<file path="config.mk">
export PLATFORM = sky130hd
export DESIGN_NAME = eight_zone_line_rasterizer
export DESIGN_NICKNAME = d
export VERILOG_FILES = /design/src/ezlr_pkg.sv /design/src/ezlr_setup.sv /design/src/ezlr_core.sv /design/src/ezlr_unmap.sv /design/src/eight_zone_line_rasterizer.sv
export VERILOG_INCLUDE_DIRS = /design/src /design/src/src
export SDC_FILE = /design/constraint.sdc
export NUM_CORES = 1
export LEC_CHECK = 0
export BUFFER_PORTS_ARGS = -buffer_cell sky130_fd_sc_hd__buf_2
export CAP_MARGIN = 30
export CORE_ASPECT_RATIO = 0.9
export CORE_MARGIN = 10
export CORE_UTILIZATION = 50
export DETAILED_ROUTE_END_ITERATION = 6
export PLACE_DENSITY = 0.78
export RECOVER_POWER = 100
export SYNTH_ARGS = -nofsm -noshare
export SYNTH_HDL_FRONTEND = slang
export SYNTH_SLANG_ARGS = --single-unit
</file>
<file path="constraint.sdc">
create_clock -name clk -period 11.3 [get_ports clk]
set_clock_uncertainty 0.05 [all_clocks]
set_input_delay 2.26 -clock clk [delete_from_list [all_inputs] [get_ports clk]]
set_output_delay 2.26 -clock clk [all_outputs]
set_load 0.02 [all_outputs]
</file>
<file path="src/eight_zone_line_rasterizer_defines.svh">
// Assertion macros for the line rasterizer top level.
`ifndef EIGHT_ZONE_LINE_RASTERIZER_DEFINES_SVH
`define EIGHT_ZONE_LINE_RASTERIZER_DEFINES_SVH

// Same-cycle implication, checked on every rising edge outside reset.
`define EZLR_ASSERT_NOW(label, ante, cons) \
    label: assert property (@(posedge clk) disable iff (!rst_n) (ante) |-> (cons)) \
        else $error("line rasterizer same-cycle check failed");

// Next-cycle implication, checked on every rising edge outside reset.
`define EZLR_ASSERT_NEXT(label, ante, cons) \
    label: assert property (@(posedge clk) disable iff (!rst_n) (ante) |=> (cons)) \
        else $error("line rasterizer next-cycle check failed");

`endif

</file>
<file path="src/ezlr_pkg.sv">
`timescale 1ns / 1ps

package ezlr_pkg;

    // Default coordinate width in screen space.
    localparam int COORD_BITS_DEF = 12;

    // Command codes carried on the slave-side tuser.
    typedef enum logic {
        CMD_START = 1'b0,
        CMD_NEXT  = 1'b1
    } cmd_t;

    // Zone (octant) of a line; zone 0 has 0 <= dy <= dx.
    typedef enum logic [2:0] {
        ZONE_0 = 3'd0,
        ZONE_1 = 3'd1,
        ZONE_2 = 3'd2,
        ZONE_3 = 3'd3,
        ZONE_4 = 3'd4,
        ZONE_5 = 3'd5,
        ZONE_6 = 3'd6,
        ZONE_7 = 3'd7
    } zone_t;

    // Status of the pixel produced for one command.
    typedef struct packed {
        logic valid;
        logic last;
    } pix_flags_t;

endpackage

</file>
<file path="src/ezlr_setup.sv">
`timescale 1ns / 1ps

// Line setup: picks the zone, maps both endpoints into zone 0 and derives
// the midpoint step values and the initial decision variable.
module ezlr_setup #(
    parameter int COORD_BITS = ezlr_pkg::COORD_BITS_DEF
) (
    input  logic signed [COORD_BITS-1:0] x_start,
    input  logic signed [COORD_BITS-1:0] y_start,
    input  logic signed [COORD_BITS-1:0] x_end,
    input  logic signed [COORD_BITS-1:0] y_end,
    output ezlr_pkg::zone_t              zone,
    output logic signed [COORD_BITS:0]   first_x,
    output logic signed [COORD_BITS:0]   first_y,
    output logic signed [COORD_BITS:0]   stop_x,
    output logic signed [COORD_BITS+1:0] step_east,
    output logic signed [COORD_BITS+1:0] step_diag,
    output logic signed [COORD_BITS+2:0] decision
);
    import ezlr_pkg::*;

    localparam int W = COORD_BITS + 1;

    logic signed [W-1:0] xs;
    logic signed [W-1:0] ys;
    logic signed [W-1:0] xe;
    logic signed [W-1:0] ye;
    logic signed [W-1:0] dx;
    logic signed [W-1:0] dy;
    logic        [W-1:0] adx;
    logic        [W-1:0] ady;
    logic                x_major;
    logic signed [W-1:0] zx0;
    logic signed [W-1:0] zy0;
    logic signed [W-1:0] zx1;
    logic signed [W-1:0] zy1;
    logic signed [W-1:0] ddx;
    logic signed [W-1:0] ddy;
    logic signed [W-1:0] dyx;

    // Forward zone transform, x component.
    function automatic logic signed [W-1:0] map_x(zone_t z, logic signed [W-1:0] x,
                                                  logic signed [W-1:0] y);
        logic signed [W-1:0] r;
        case (z)
            ZONE_0:  r = x;
            ZONE_1:  r = y;
            ZONE_2:  r = y;
            ZONE_3:  r = -x;
            ZONE_4:  r = -x;
            ZONE_5:  r = -y;
            ZONE_6:  r = -y;
            default: r = x;
        endcase
        return r;
    endfunction

    // Forward zone transform, y component.
    function automatic logic signed [W-1:0] map_y(zone_t z, logic signed [W-1:0] x,
                                                  logic signed [W-1:0] y);
        logic signed [W-1:0] r;
        case (z)
            ZONE_0:  r = y;
            ZONE_1:  r = x;
            ZONE_2:  r = -x;
            ZONE_3:  r = y;
            ZONE_4:  r = -y;
            ZONE_5:  r = -x;
            ZONE_6:  r = x;
            default: r = -y;
        endcase
        return r;
    endfunction

    // Sign-extend the endpoints so differences and negations cannot wrap.
    assign xs = {x_start[COORD_BITS-1], x_start};
    assign ys = {y_start[COORD_BITS-1], y_start};
    assign xe = {x_end[COORD_BITS-1], x_end};
    assign ye = {y_end[COORD_BITS-1], y_end};

    assign dx  = xe - xs;
    assign dy  = ye - ys;
    assign adx = dx[W-1] ? W'(-dx) : W'(dx);
    assign ady = dy[W-1] ? W'(-dy) : W'(dy);
    assign x_major = (adx >= ady);

    // Zone choice from the major axis and the signs of dx and dy.
    always_comb
    begin
        case ({x_major, dx[W-1], dy[W-1]})
            3'b100:  zone = ZONE_0;
            3'b101:  zone = ZONE_7;
            3'b110:  zone = ZONE_3;
            3'b111:  zone = ZONE_4;
            3'b000:  zone = ZONE_1;
            3'b001:  zone = ZONE_6;
            3'b010:  zone = ZONE_2;
            default: zone = ZONE_5;
        endcase
    end

    // Endpoints in zone-0 coordinates.
    assign zx0 = map_x(zone, xs, ys);
    assign zy0 = map_y(zone, xs, ys);
    assign zx1 = map_x(zone, xe, ye);
    assign zy1 = map_y(zone, xe, ye);

    // Differences in zone 0 lie in 0..2^COORD_BITS-1 and fit W bits.
    assign ddx = zx1 - zx0;
    assign ddy = zy1 - zy0;
    assign dyx = ddy - ddx;

    assign first_x   = zx0;
    assign first_y   = zy0;
    assign stop_x    = zx1;
    assign step_east = {ddy, 1'b0};
    assign step_diag = {dyx, 1'b0};
    assign decision  = $signed({ddy[W-1], ddy, 1'b0}) - $signed({{2{ddx[W-1]}}, ddx});

endmodule

</file>
<file path="src/ezlr_core.sv">
`timescale 1ns / 1ps

// Line state and midpoint stepper. On a start it loads the setup values and
// presents the first point; on a next while a line is active it makes one
// step of the decision variable. State moves only on a fire cycle.
module ezlr_core #(
    parameter int COORD_BITS = ezlr_pkg::COORD_BITS_DEF
) (
    input  logic                         clk,
    input  logic                         rst_n,
    input  logic                         fire,
    input  ezlr_pkg::cmd_t               cmd,
    input  ezlr_pkg::zone_t              set_zone,
    input  logic signed [COORD_BITS:0]   set_first_x,
    input  logic signed [COORD_BITS:0]   set_first_y,
    input  logic signed [COORD_BITS:0]   set_stop_x,
    input  logic signed [COORD_BITS+1:0] set_step_east,
    input  logic signed [COORD_BITS+1:0] set_step_diag,
    input  logic signed [COORD_BITS+2:0] set_decision,
    output ezlr_pkg::zone_t              pix_zone,
    output logic signed [COORD_BITS:0]   pix_x,
    output logic signed [COORD_BITS:0]   pix_y,
    output ezlr_pkg::pix_flags_t         pix_flags
);
    import ezlr_pkg::*;

    localparam int W = COORD_BITS + 1;

    logic signed [W-1:0] cur_x_reg;
    logic signed [W-1:0] cur_x_next;
    logic signed [W-1:0] cur_y_reg;
    logic signed [W-1:0] cur_y_next;
    logic signed [W-1:0] stop_x_reg;
    logic signed [W-1:0] stop_x_next;
    logic signed [W+1:0] decision_reg;
    logic signed [W+1:0] decision_next;
    logic signed [W:0]   step_east_reg;
    logic signed [W:0]   step_east_next;
    logic signed [W:0]   step_diag_reg;
    logic signed [W:0]   step_diag_next;
    zone_t               zone_reg;
    zone_t               zone_next;
    logic                active_reg;
    logic                active_next;

    logic                dec_neg;
    logic signed [W+1:0] dec_stepped;
    logic signed [W-1:0] step_x;
    logic signed [W-1:0] step_y;
    logic                step_last;
    logic                start_last;

    // One midpoint step from the current point.
    assign dec_neg     = decision_reg[W+1];
    assign dec_stepped = dec_neg ? decision_reg + {step_east_reg[W], step_east_reg}
                                 : decision_reg + {step_diag_reg[W], step_diag_reg};
    assign step_x      = cur_x_reg + W'(1);
    assign step_y      = dec_neg ? cur_y_reg : cur_y_reg + W'(1);
    assign step_last   = (step_x >= stop_x_reg);
    assign start_last  = (set_first_x >= set_stop_x);

    // Next state and the point presented for this command.
    always_comb
    begin
        cur_x_next     = cur_x_reg;
        cur_y_next     = cur_y_reg;
        stop_x_next    = stop_x_reg;
        decision_next  = decision_reg;
        step_east_next = step_east_reg;
        step_diag_next = step_diag_reg;
        zone_next      = zone_reg;
        active_next    = active_reg;
        pix_zone       = zone_reg;
        pix_x          = step_x;
        pix_y          = step_y;
        pix_flags      = '{valid: 1'b0, last: 1'b0};
        case (cmd)
            CMD_START:
            begin
                cur_x_next     = set_first_x;
                cur_y_next     = set_first_y;
                stop_x_next    = set_stop_x;
                decision_next  = set_decision;
                step_east_next = set_step_east;
                step_diag_next = set_step_diag;
                zone_next      = set_zone;
                active_next    = !start_last;
                pix_zone       = set_zone;
                pix_x          = set_first_x;
                pix_y          = set_first_y;
                pix_flags      = '{valid: 1'b1, last: start_last};
            end
            CMD_NEXT:
            begin
                if (active_reg)
                begin
                    cur_x_next    = step_x;
                    cur_y_next    = step_y;
                    decision_next = dec_stepped;
                    active_next   = !step_last;
                    pix_flags     = '{valid: 1'b1, last: step_last};
                end
            end
            default:
            begin
                pix_flags = '{valid: 1'b0, last: 1'b0};
            end
        endcase
    end

    // Line state registers.
    always_ff @(posedge clk or negedge rst_n)
    begin
        if (!rst_n)
        begin
            cur_x_reg     <= '0;
            cur_y_reg     <= '0;
            stop_x_reg    <= '0;
            decision_reg  <= '0;
            step_east_reg <= '0;
            step_diag_reg <= '0;
            zone_reg      <= ZONE_0;
            active_reg    <= 1'b0;
        end
        else if (fire)
        begin
            cur_x_reg     <= cur_x_next;
            cur_y_reg     <= cur_y_next;
            stop_x_reg    <= stop_x_next;
            decision_reg  <= decision_next;
            step_east_reg <= step_east_next;
            step_diag_reg <= step_diag_next;
            zone_reg      <= zone_next;
            active_reg    <= active_next;
        end
    end

endmodule

</file>
<file path="src/ezlr_unmap.sv">
`timescale 1ns / 1ps

// Inverse zone transform: takes a zone-0 point back to screen coordinates.
module ezlr_unmap #(
    parameter int COORD_BITS = ezlr_pkg::COORD_BITS_DEF
) (
    input  ezlr_pkg::zone_t              zone,
    input  logic signed [COORD_BITS:0]   zx,
    input  logic signed [COORD_BITS:0]   zy,
    output logic signed [COORD_BITS-1:0] sx,
    output logic signed [COORD_BITS-1:0] sy
);
    import ezlr_pkg::*;

    logic signed [COORD_BITS:0] wx;
    logic signed [COORD_BITS:0] wy;

    always_comb
    begin
        case (zone)
            ZONE_0:
            begin
                wx = zx;
                wy = zy;
            end
            ZONE_1:
            begin
                wx = zy;
                wy = zx;
            end
            ZONE_2:
            begin
                wx = -zy;
                wy = zx;
            end
            ZONE_3:
            begin
                wx = -zx;
                wy = zy;
            end
            ZONE_4:
            begin
                wx = -zx;
                wy = -zy;
            end
            ZONE_5:
            begin
                wx = -zy;
                wy = -zx;
            end
            ZONE_6:
            begin
                wx = zy;
                wy = -zx;
            end
            default:
            begin
                wx = zx;
                wy = -zy;
            end
        endcase
    end

    // Points on the segment always fit the screen width.
    assign sx = wx[COORD_BITS-1:0];
    assign sy = wy[COORD_BITS-1:0];

endmodule

</file>
<file path="src/eight_zone_line_rasterizer.sv">
`timescale 1ns / 1ps

// Channel  Dir  Beat contents (low bits first)
// s_*      in   tdata: x_start, y_start, x_end, y_end; tuser: cmd
// m_*      out  tdata: pixel_x, pixel_y; tuser: pixel_valid; tlast: last_pixel
//
// Every command beat yields exactly one pixel beat, held first in the input
// register and then in the result register, at one beat per clock while the
// output does not stall, a rate set by the combinational setup and midpoint
// step between the two registers. A stalled result holds in the result register
// while one more command waits in the input register; the line state advances
// only when a command moves on. Reset idles the line state and empties both registers.
module eight_zone_line_rasterizer #(
    parameter int COORD_BITS = ezlr_pkg::COORD_BITS_DEF
) (
    input  logic                                   clk,
    input  logic                                   rst_n,
    input  logic                                   s_tvalid,
    output logic                                   s_tready,
    // x_start, y_start, x_end, y_end
    input  logic [((4*COORD_BITS+7)/8)*8-1:0]      s_tdata,
    // cmd
    input  logic                                   s_tuser,
    output logic                                   m_tvalid,
    input  logic                                   m_tready,
    // pixel_x, pixel_y
    output logic [((2*COORD_BITS+7)/8)*8-1:0]      m_tdata,
    // pixel_valid
    output logic                                   m_tuser,
    output logic                                   m_tlast
);
    import ezlr_pkg::*;

    `include "eight_zone_line_rasterizer_defines.svh"

    localparam int C          = COORD_BITS;
    localparam int OUT_DATA_W = ((2*C+7)/8)*8;

    logic                  in_valid_reg;
    logic                  in_valid_next;
    cmd_t                  in_cmd_reg;
    logic signed [C-1:0]   in_xs_reg;
    logic signed [C-1:0]   in_ys_reg;
    logic signed [C-1:0]   in_xe_reg;
    logic signed [C-1:0]   in_ye_reg;
    logic                  out_valid_reg;
    logic                  out_valid_next;
    logic [OUT_DATA_W-1:0] out_data_reg;
    logic                  out_pv_reg;
    logic                  out_last_reg;

    logic                  advance;
    logic                  in_take;
    zone_t                 set_zone;
    logic signed [C:0]     set_first_x;
    logic signed [C:0]     set_first_y;
    logic signed [C:0]     set_stop_x;
    logic signed [C+1:0]   set_step_east;
    logic signed [C+1:0]   set_step_diag;
    logic signed [C+2:0]   set_decision;
    zone_t                 pix_zone;
    logic signed [C:0]     pix_zx;
    logic signed [C:0]     pix_zy;
    pix_flags_t            pix_flags;
    logic signed [C-1:0]   pix_sx;
    logic signed [C-1:0]   pix_sy;
    logic [OUT_DATA_W-1:0] out_data_next;

    // Handshake: the command in the input register moves on whenever the
    // result register is empty or being drained.
    assign advance  = in_valid_reg && (!out_valid_reg || m_tready);
    assign s_tready = !in_valid_reg || advance;
    assign in_take  = s_tvalid && s_tready;

    assign in_valid_next  = in_take ? 1'b1 : (advance ? 1'b0 : in_valid_reg);
    assign out_valid_next = advance ? 1'b1 : (m_tready ? 1'b0 : out_valid_reg);

    // Valid flags of both registers.
    always_ff @(posedge clk or negedge rst_n)
    begin
        if (!rst_n)
        begin
            in_valid_reg  <= 1'b0;
            out_valid_reg <= 1'b0;
        end
        else
        begin
            in_valid_reg  <= in_valid_next;
            out_valid_reg <= out_valid_next;
        end
    end

    // Input register payload.
    always_ff @(posedge clk)
    begin
        if (in_take)
        begin
            in_cmd_reg <= cmd_t'(s_tuser);
            in_xs_reg  <= s_tdata[C-1:0];
            in_ys_reg  <= s_tdata[2*C-1:C];
            in_xe_reg  <= s_tdata[3*C-1:2*C];
            in_ye_reg  <= s_tdata[4*C-1:3*C];
        end
    end

    ezlr_setup #(
        .COORD_BITS (COORD_BITS)
    ) u_setup (
        .x_start   (in_xs_reg),
        .y_start   (in_ys_reg),
        .x_end     (in_xe_reg),
        .y_end     (in_ye_reg),
        .zone      (set_zone),
        .first_x   (set_first_x),
        .first_y   (set_first_y),
        .stop_x    (set_stop_x),
        .step_east (set_step_east),
        .step_diag (set_step_diag),
        .decision  (set_decision)
    );

    ezlr_core #(
        .COORD_BITS (COORD_BITS)
    ) u_core (
        .clk           (clk),
        .rst_n         (rst_n),
        .fire          (advance),
        .cmd           (in_cmd_reg),
        .set_zone      (set_zone),
        .set_first_x   (set_first_x),
        .set_first_y   (set_first_y),
        .set_stop_x    (set_stop_x),
        .set_step_east (set_step_east),
        .set_step_diag (set_step_diag),
        .set_decision  (set_decision),
        .pix_zone      (pix_zone),
        .pix_x         (pix_zx),
        .pix_y         (pix_zy),
        .pix_flags     (pix_flags)
    );

    ezlr_unmap #(
        .COORD_BITS (COORD_BITS)
    ) u_unmap (
        .zone (pix_zone),
        .zx   (pix_zx),
        .zy   (pix_zy),
        .sx   (pix_sx),
        .sy   (pix_sy)
    );

    // A next command with no line gives an all-zero beat.
    assign out_data_next = pix_flags.valid ? OUT_DATA_W'({pix_sy, pix_sx}) : '0;

    // Result register payload.
    always_ff @(posedge clk)
    begin
        if (advance)
        begin
            out_data_reg <= out_data_next;
            out_pv_reg   <= pix_flags.valid;
            out_last_reg <= pix_flags.last;
        end
    end

    assign m_tvalid = out_valid_reg;
    assign m_tdata  = out_data_reg;
    assign m_tuser  = out_pv_reg;
    assign m_tlast  = out_last_reg;

    // Checks on the datapath and the register handoff.
    `EZLR_ASSERT_NOW(a_last_is_pixel, m_tvalid && m_tlast, m_tuser)
    `EZLR_ASSERT_NOW(a_idle_beat_zero, m_tvalid && !m_tuser, m_tdata == '0 && !m_tlast)
    `EZLR_ASSERT_NEXT(a_input_kept, in_valid_reg && !advance, in_valid_reg)

endmodule

</file>
==> metrics.log, run 1 <==
INFO  metric run_status = complete, but fails checks
INFO  metric violations_in_the_final_reports = capacitance limit, slew limit
INFO  metric synth_enable_flop_cells = 75
INFO  metric clkSlewWorstSetupHoldPaths = 0.08 ns
INFO  metric reg2reg_setup_slack = 0.83 ns
INFO  metric critical-path-slowest-cell = nor3_1
INFO  metric tightest_slew = 4.061 ns
INFO  metric maxCapViolCount = 5
INFO  metric fin_area = 17,320 sq um
INFO  metric clock_tree_from_tritoncts = built
INFO  metric max_fclk = 95.49 MHz
INFO  metric critical_path_required = 11.59 ns
INFO  metric final_antenna_net_count = 0
INFO  metric n_fill_cell = 3,050
INFO  metric yosysWarnings = 0
INFO  metric slew_headroom = -1.708
INFO  metric clkLatencyLatePin = 0.45 ns
INFO  metric rr_worst_depth = 42
INFO  metric synthesis.area_per_instance = 8.059 sq um
INFO  metric ctsHoldBuffers = 0
INFO  metric synth-main-ff-cell = dfrtp_1
INFO  metric post-route-min-period = 10.47 ns
INFO  metric regToRegStartpoint = in_xs_reg[1]
INFO  metric initial_utilization = 0.5074
INFO  metric syn-instance-count = 2,012
INFO  metric post_route_cells_drive_above_1_share = 0.08503
INFO  metric detail_route.vias_per_cell = 6.369
INFO  metric final_nets = 2,218
INFO  metric footprint_of_the_multi_input_gates = 10,890 sq um
INFO  metric htree_num_levels = 4
INFO  metric critical-path-top-delay-family = simple AND/OR/NAND/NOR gates
INFO  metric antenna_found_initial = 1
INFO  metric design.portCount = 81
INFO  metric dpl_cell_area = 16,920 sq um
INFO  metric die_width = 209.8 microns
INFO  metric combined_area_of_all_synthesized_cells = 16,220 sq um
INFO  metric core.rowCount = 62
INFO  metric timing.final.setup_violations = 0
INFO  metric hold_path_depth = 2
INFO  metric mostFrequentLayoutCell = nand2_1
INFO  metric antenna-diode-count = 0
INFO  metric detail_route.wirelength = 56.52 mm
INFO  metric remaining_drc_errors = 0
INFO  metric synth_cell_type_count = 114
INFO  metric place_congestion = 1.050
INFO  metric async_flop_share = 0.5283
INFO  metric worst_setup_path_start_kind = flop
INFO  metric wl_per_cell = 22.85 microns
INFO  metric layout.area.seq = 4354 sq um
INFO  metric crit-reg2reg-capture = u_core.step_diag_reg[13]
INFO  metric postCtsSetupBuffers = 0
INFO  metric grt_first_pass_wirelength = 86.51 mm
INFO  metric detailedPlacementHpwl = 42.80 mm
INFO  metric timing.final.crit_share = 0.9267
INFO  metric drt_first_iter_violations = 1,822
INFO  metric critical-path-max-stage-delay = 0.60 ns
INFO  metric most_frequent_cells_in_the_layout = 280 x nand2_1, 168 x nor2_1, 168 x o21ai_0, 126 x xnor2_1, 118 x a21oi_1
INFO  metric synth_sequential_area_ratio = 0.2685
INFO  metric critPathBufInv = 2
INFO  metric hold_path_class = reg -> reg
INFO  metric yosys_register_bits = 159
INFO  metric core_area = 31,960 sq um
INFO  metric grt_max_degree = 74
INFO  metric clk_root_buffer_cell = clkbuf_16
INFO  metric largest_register_ff_count = 24
INFO  metric groute.usage.overall = 0.2746
INFO  metric criticalPathCategory = reg -> reg
INFO  metric cts.sinks = 159
INFO  metric first_pass_iters = 6
INFO  metric hold_path_end = u_core.step_east_reg[6]
INFO  metric cts.repair.resized = 0
INFO  metric die_area = 40,040 sq um
INFO  metric slew_viol_final = 160
INFO  metric finalHoldViolations = 0
INFO  metric die_h = 190.8 microns
INFO  metric min_from = u_core.step_east_reg[6]
INFO  metric ctsLongestPathBuffers = 2
INFO  metric cp_data_arrival_time = 10.76 ns
INFO  metric finalSetupTns = 0 ns
INFO  metric worstSetupEndpointType = flop
INFO  metric mappedNetlistNets = 2,185
INFO  metric crit_path_max_fanout = 17
INFO  metric cts-buffers-inserted = 17
INFO  metric critPathMostFrequentCell = o21ai_0
INFO  metric syn2layout_area_growth = 6.783%
INFO  metric portbufs = 80
INFO  metric routed-via-count = 15,757
INFO  metric rsz0062_at_grt = no
INFO  metric first_global_vias = 15,096
INFO  metric gr-total-overflow = 0
## kinds of logic (layout without fill, tap and decap cells)
logic type | after synthesis | in the layout | share of synthesized area
adders and majority gates | 129 | 129 | 0.1015
AOI/OAI and AO/OA | 565 | 565 | 0.2389
xor gates and xnor gates | 183 | 183 | 0.09969
buffers and inverters | 203 | 248 | 0.05201
muxes | 31 | 31 | 0.02045
DFF | 159 | 159 | 0.2685
and+or+nand+nor | 742 | 743 | 0.2189
## cell type report
cell class	instances	share of cell area
multi-input cells	1651	0.6289
clock inverters	15	0.009900
repair buffers	112	0.03259
inverters	104	0.02254
flip-flops and latches	159	0.2515
well taps	416	0.03006
clock buffers	17	0.02457
## cells in the mapped netlist (8+ instances only)
library cell  number  area [sq um]
nand2_1          281          1055
nor2_1           168         630.6
o21ai_0          167         835.8
xnor2_1          126          1104
a21oi_1          117         585.6
ha_1             113          1414
inv_1            102         382.9
dfrtp_1           84          2102
edfxtp_1          75          2252
nand3_1           68         340.3
clkbuf_1          65         244.0
nor3_1            57         285.3
xor2_1            56         490.5
a21o_1            24         180.2
nor2b_1           21         131.4
o22ai_1           21         131.4
o21a_1            19         142.6
and2_1            18         112.6
nand2b_1          18         112.6
a31oi_1           17         106.4
mux2_2            17         191.4
or3_1             17         106.4
a211oi_1          15         112.6
mux2i_1           14         140.1
and3_1            13         81.33
nand4_1           13         81.33
buf_2             11         55.05
o31ai_1           11         82.58
buf_1             10         37.54
nor4_1            10         62.56
o211ai_1          10         75.07
o21ai_1           10         50.05
a221oi_1           9         78.83
a22oi_1            9         67.56
buf_4              8         60.06
o21bai_1           8         60.06
o221ai_1           8         70.07
or2_2              8         50.05
## layer usage
| layer | part of all wire | up-vias | track usage | routed length (microns) |
|---|---|---|---|---|
| li1 | - | 7315 | - | - |
| met2 | 0.44 | 812 | 0.4306 | 24820 |
| met4 | 0.035 | 2 | 0.1023 | 1989 |
| met1 | 0.43 | 7483 | 0.3599 | 24100 |
| met5 | 0.00019 | - | 0 | 11 |
| met3 | 0.099 | 145 | 0.06648 | 5601 |
## worst max-delay path by stage
| stage | start | depth (start not counted) | endpoint | slack (ns) |
|---|---|---|---|---|
| 6_report | in_xs_reg[1] | 42 | u_core.step_diag_reg[13] | 0.83 |
| 5_1_grt | in_xs_reg[1] | 38 | u_core.decision_reg[14] | 0.08 |
| 4_1_cts | in_xs_reg[1] | 41 | u_core.step_diag_reg[13] | 0.93 |
| 3_5_place_dp | in_xs_reg[1] | 41 | u_core.step_diag_reg[13] | 1.01 |
| 3_3_place_gp | in_xs_reg[1] | 41 | u_core.step_diag_reg[13] | 1.24 |
| 2_1_floorplan | in_ys_reg[1] | 43 | u_core.step_diag_reg[13] | 1.79 |
## through the flow
stage | setup slack [ns] | std cells | util | hold slack (ns)
after floorplan | 1.794 | 2012 | - | 0.3903
after global placement | 1.243 | 2438 | 0.5291 | 0.4064
after detailed placement | 1.010 | 2439 | 0.5292 | 0.4155
after CTS | 0.9273 | 2471 | 0.5479 | 0.4328
after global routing | 0.08453 | 2474 | 0.5418 | 0.4563
final | 0.8280 | 2474 | 0.5418 | 0.4319
## tightest hold or removal path: cells and delay by family (launching register included)
kind,cells,cell delay (ns)
DFF,1,0.34
and+or+nand+nor,2,0.11
Power of run 1 is left out: the tool's default activity adds up to more than one toggle a clock period on the data nets, which glitch-free logic cannot reach.
==> inputs of run 2 (changes only) <==
- ABC_AREA: default -> 1
==> metrics.log, run 2 <==
INFO  metric run_status = complete, but fails checks
INFO  metric violations_in_the_final_reports = capacitance limit, slew limit
INFO  metric ctsLongestPathBuffers = 2 (unchanged)
INFO  metric max_fclk = 102.0 MHz (+6.8%)
INFO  metric final_nets = 2,430 (+9.6%)
INFO  metric detail_route.wirelength = 50.28 mm (-11%)
INFO  metric yosys.cell_count.top_type = nand2_1
INFO  metric synth_sequential_area_ratio = 0.2863 (+0.01781)
INFO  metric syn-instance-count = 2,194 (+9.0%)
INFO  metric mostFrequentLayoutCell = nand2_1
INFO  metric finalHoldViolations = 0 (unchanged)
INFO  metric area_leader_netlist = edfxtp_1
INFO  metric detail_route.vias_per_cell = 5.634 (-12%)
INFO  metric synthTopCellsByArea = edfxtp_1 15%, nand2_1 14%, dfrtp_1 14%
INFO  metric most_frequent_cells_in_the_layout = 573 x nand2_1, 309 x inv_1, 173 x o21ai_0, 161 x nand3_1, 151 x nor2_1
INFO  metric cts.sinks = 159 (unchanged)
INFO  metric drt_first_iter_violations = 1,622 (-11%)
INFO  metric largest_register_ff_count = 24 (unchanged)
INFO  metric slew_headroom = -1.483 (+0.2249)
INFO  metric crit_path_max_fanout = 25 (+8)
INFO  metric worstSetupEndpointType = flop
INFO  metric design.portCount = 81 (unchanged)
INFO  metric initial_utilization = 0.5077 (about the same)
INFO  metric timing.final.setup_violations = 0 (unchanged)
INFO  metric gr-total-overflow = 0 (unchanged)
INFO  metric routed-via-count = 15,059 (-4.4%)
INFO  metric antenna_found_initial = 0 (-1)
INFO  metric finalSetupTns = 0 ns (unchanged)
INFO  metric groute.usage.overall = 0.2671 (-0.007471)
INFO  metric timing.final.crit_share = 0.8679 (-0.05882)
INFO  metric first_pass_iters = 6 (unchanged)
INFO  metric antenna-diode-count = 0 (unchanged)
INFO  metric critical-path-slowest-cell = nand2_1
INFO  metric htree_num_levels = 4 (unchanged)
INFO  metric clk_root_buffer_cell = clkbuf_16
INFO  metric postCtsSetupBuffers = 0 (unchanged)
INFO  metric post-route-min-period = 9.807 ns (-0.6646 ns)
INFO  metric critical_path_required = 11.58 ns (about the same)
INFO  metric synth_cell_type_count = 62 (-46%)
INFO  metric place_congestion = 1.016 (-3.2%)
INFO  metric synthesis.area_per_instance = 6.931 sq um (-14%)
INFO  metric yosysWarnings = 0 (unchanged)
INFO  metric cts.repair.resized = 0 (unchanged)
INFO  metric slew_viol_final = 146 (-8.8%)
INFO  metric remaining_drc_errors = 0 (unchanged)
INFO  metric final_antenna_net_count = 0 (unchanged)
INFO  metric critPathMostFrequentCell = nand2_1
INFO  metric synth-main-ff-cell = dfrtp_1
INFO  metric tightest_slew = 3.724 ns (-0.3373 ns)
INFO  metric core.rowCount = 60 (-3.2%)
INFO  metric post_route_cells_drive_above_1_share = 0.06211 (-0.02292)
INFO  metric core_area = 29,950 sq um (-6.3%)
INFO  metric clkLatencyLatePin = 0.46 ns (about the same)
INFO  metric synth.top_cells.by_count = 563 x nand2_1, 308 x inv_1, 171 x o21ai_0
INFO  metric maxCapViolCount = 3 (-2)
INFO  metric yosys_register_bits = 159 (unchanged)
INFO  metric clock_tree_from_tritoncts = built
INFO  metric die_h = 185.4 microns (-2.8%)
INFO  metric die_width = 203.8 microns (-2.9%)
INFO  metric detailedPlacementHpwl = 40.01 mm (-6.5%)
INFO  metric rsz0062_at_grt = no
INFO  metric ctsHoldBuffers = 0 (unchanged)
INFO  metric cp_data_arrival_time = 10.08 ns (-0.68 ns)
INFO  metric die_area = 37,800 sq um (-5.6%)
INFO  metric clkSlewWorstSetupHoldPaths = 0.09 ns (about the same)
INFO  metric combined_area_of_all_synthesized_cells = 15,210 sq um (-6.2%)
INFO  metric criticalPathCategory = reg -> reg
INFO  metric first_global_vias = 14,414 (-4.5%)
INFO  metric grt_max_degree = 66 (-11%)
INFO  metric hold_path_class = reg -> reg
INFO  metric mappedNetlistNets = 2,367 (+8.3%)
INFO  metric async_flop_share = 0.5283 (unchanged)
INFO  metric syn2layout_area_growth = 8.022%
INFO  metric synth_enable_flop_cells = 75 (unchanged)
INFO  metric critical-path-max-stage-delay = 0.59 ns (about the same)
INFO  metric cts-buffers-inserted = 17 (unchanged)
INFO  metric grt_first_pass_wirelength = 79.27 mm (-8.4%)
INFO  metric yosysTopAreaCellShare = 0.1481 (+0.009211)
INFO  metric portbufs = 80 (unchanged)
INFO  metric wl_per_cell = 18.81 microns (-18%)
INFO  metric worst_setup_path_start_kind = flop
[run 2: changes by cell type in the layout (fill, tap and decap cells not counted), sizes merged, moves of 26 or more]
cell,delta
nand3,+93
nor3,-26
xor2,+46
xnor2,-101
nand2,+312
inv,+213
[run 2: through the flow]
step / hold slack (ns) / setup WS (ns) / std cells / util / area (sq um)
after floorplan: 0.3922 / 4.046 / 2194 / - / 15210
after global placement: 0.4070 / 2.575 / 2638 / 0.5323 / 15940
after detailed placement: 0.4103 / 2.264 / 2641 / 0.5348 / 16020
after CTS: 0.4278 / 2.231 / 2673 / 0.5538 / 16590
after global routing: 0.4466 / 0.5843 / 2673 / 0.5484 / 16430
final: 0.4298 / 1.493 / 2673 / 0.5484 / 16430
[run 2: critical path: cells and delay by family, from the launching register on]
family                     cells  cell delay, ns
DFF                            1            0.43
and+or+nand+nor               20            2.86
adders and majority gates      4            1.42
xor gates and xnor gates       3            0.58
buffers and inverters          7            1.08
AOI/OAI and AO/OA             17            3.25
[run 2: routing by layer]
metal | wire length (microns) | track usage
met5 | 0 | 0
met4 | 1081 | 0.07752
met3 | 4631 | 0.07197
met2 | 21910 | 0.4073
met1 | 22660 | 0.3623
[run 2: worst paths after layout]
path / from / endpoint / slack (ns) / depth (start not counted)
worst max-delay path: in_ys_reg[2] / u_core.decision_reg[10] / 1.49 / 51
worst max register to register: in_ys_reg[2] / u_core.decision_reg[10] / 1.49 / 51
worst min register to register: u_core.step_east_reg[3] / u_core.step_east_reg[3] / 0.43 / 2
min in group asynchronous: rst_n / u_core.step_east_reg[11] / 1.96 / 1
worst min-delay path: u_core.step_east_reg[3] / u_core.step_east_reg[3] / 0.43 / 2
max in group asynchronous: rst_n / u_core.cur_x_reg[8] / 5.13 / 2
[run 2: layout make-up]
cell class                 count  area (sq um)
clock buffer                  17         425.4
fill                        2926         13530
clock inverter                15         143.9
inverter                     322          1214
tap                          403         504.2
sequential                   159          4354
timing repair buffer          89         431.7
multi-input combinational   1668          9354
[run 2: cell families after synthesis]
group | count (synthesis) | synth area share
flops | 159 | 0.2863
fa+ha+maj | 120 | 0.1022
simple gates | 1015 | 0.2907
buf+inv | 367 | 0.09413
xor+xnor | 127 | 0.07314
compound gates | 406 | 0.1535
Power of run 2 is left out for the same reason.
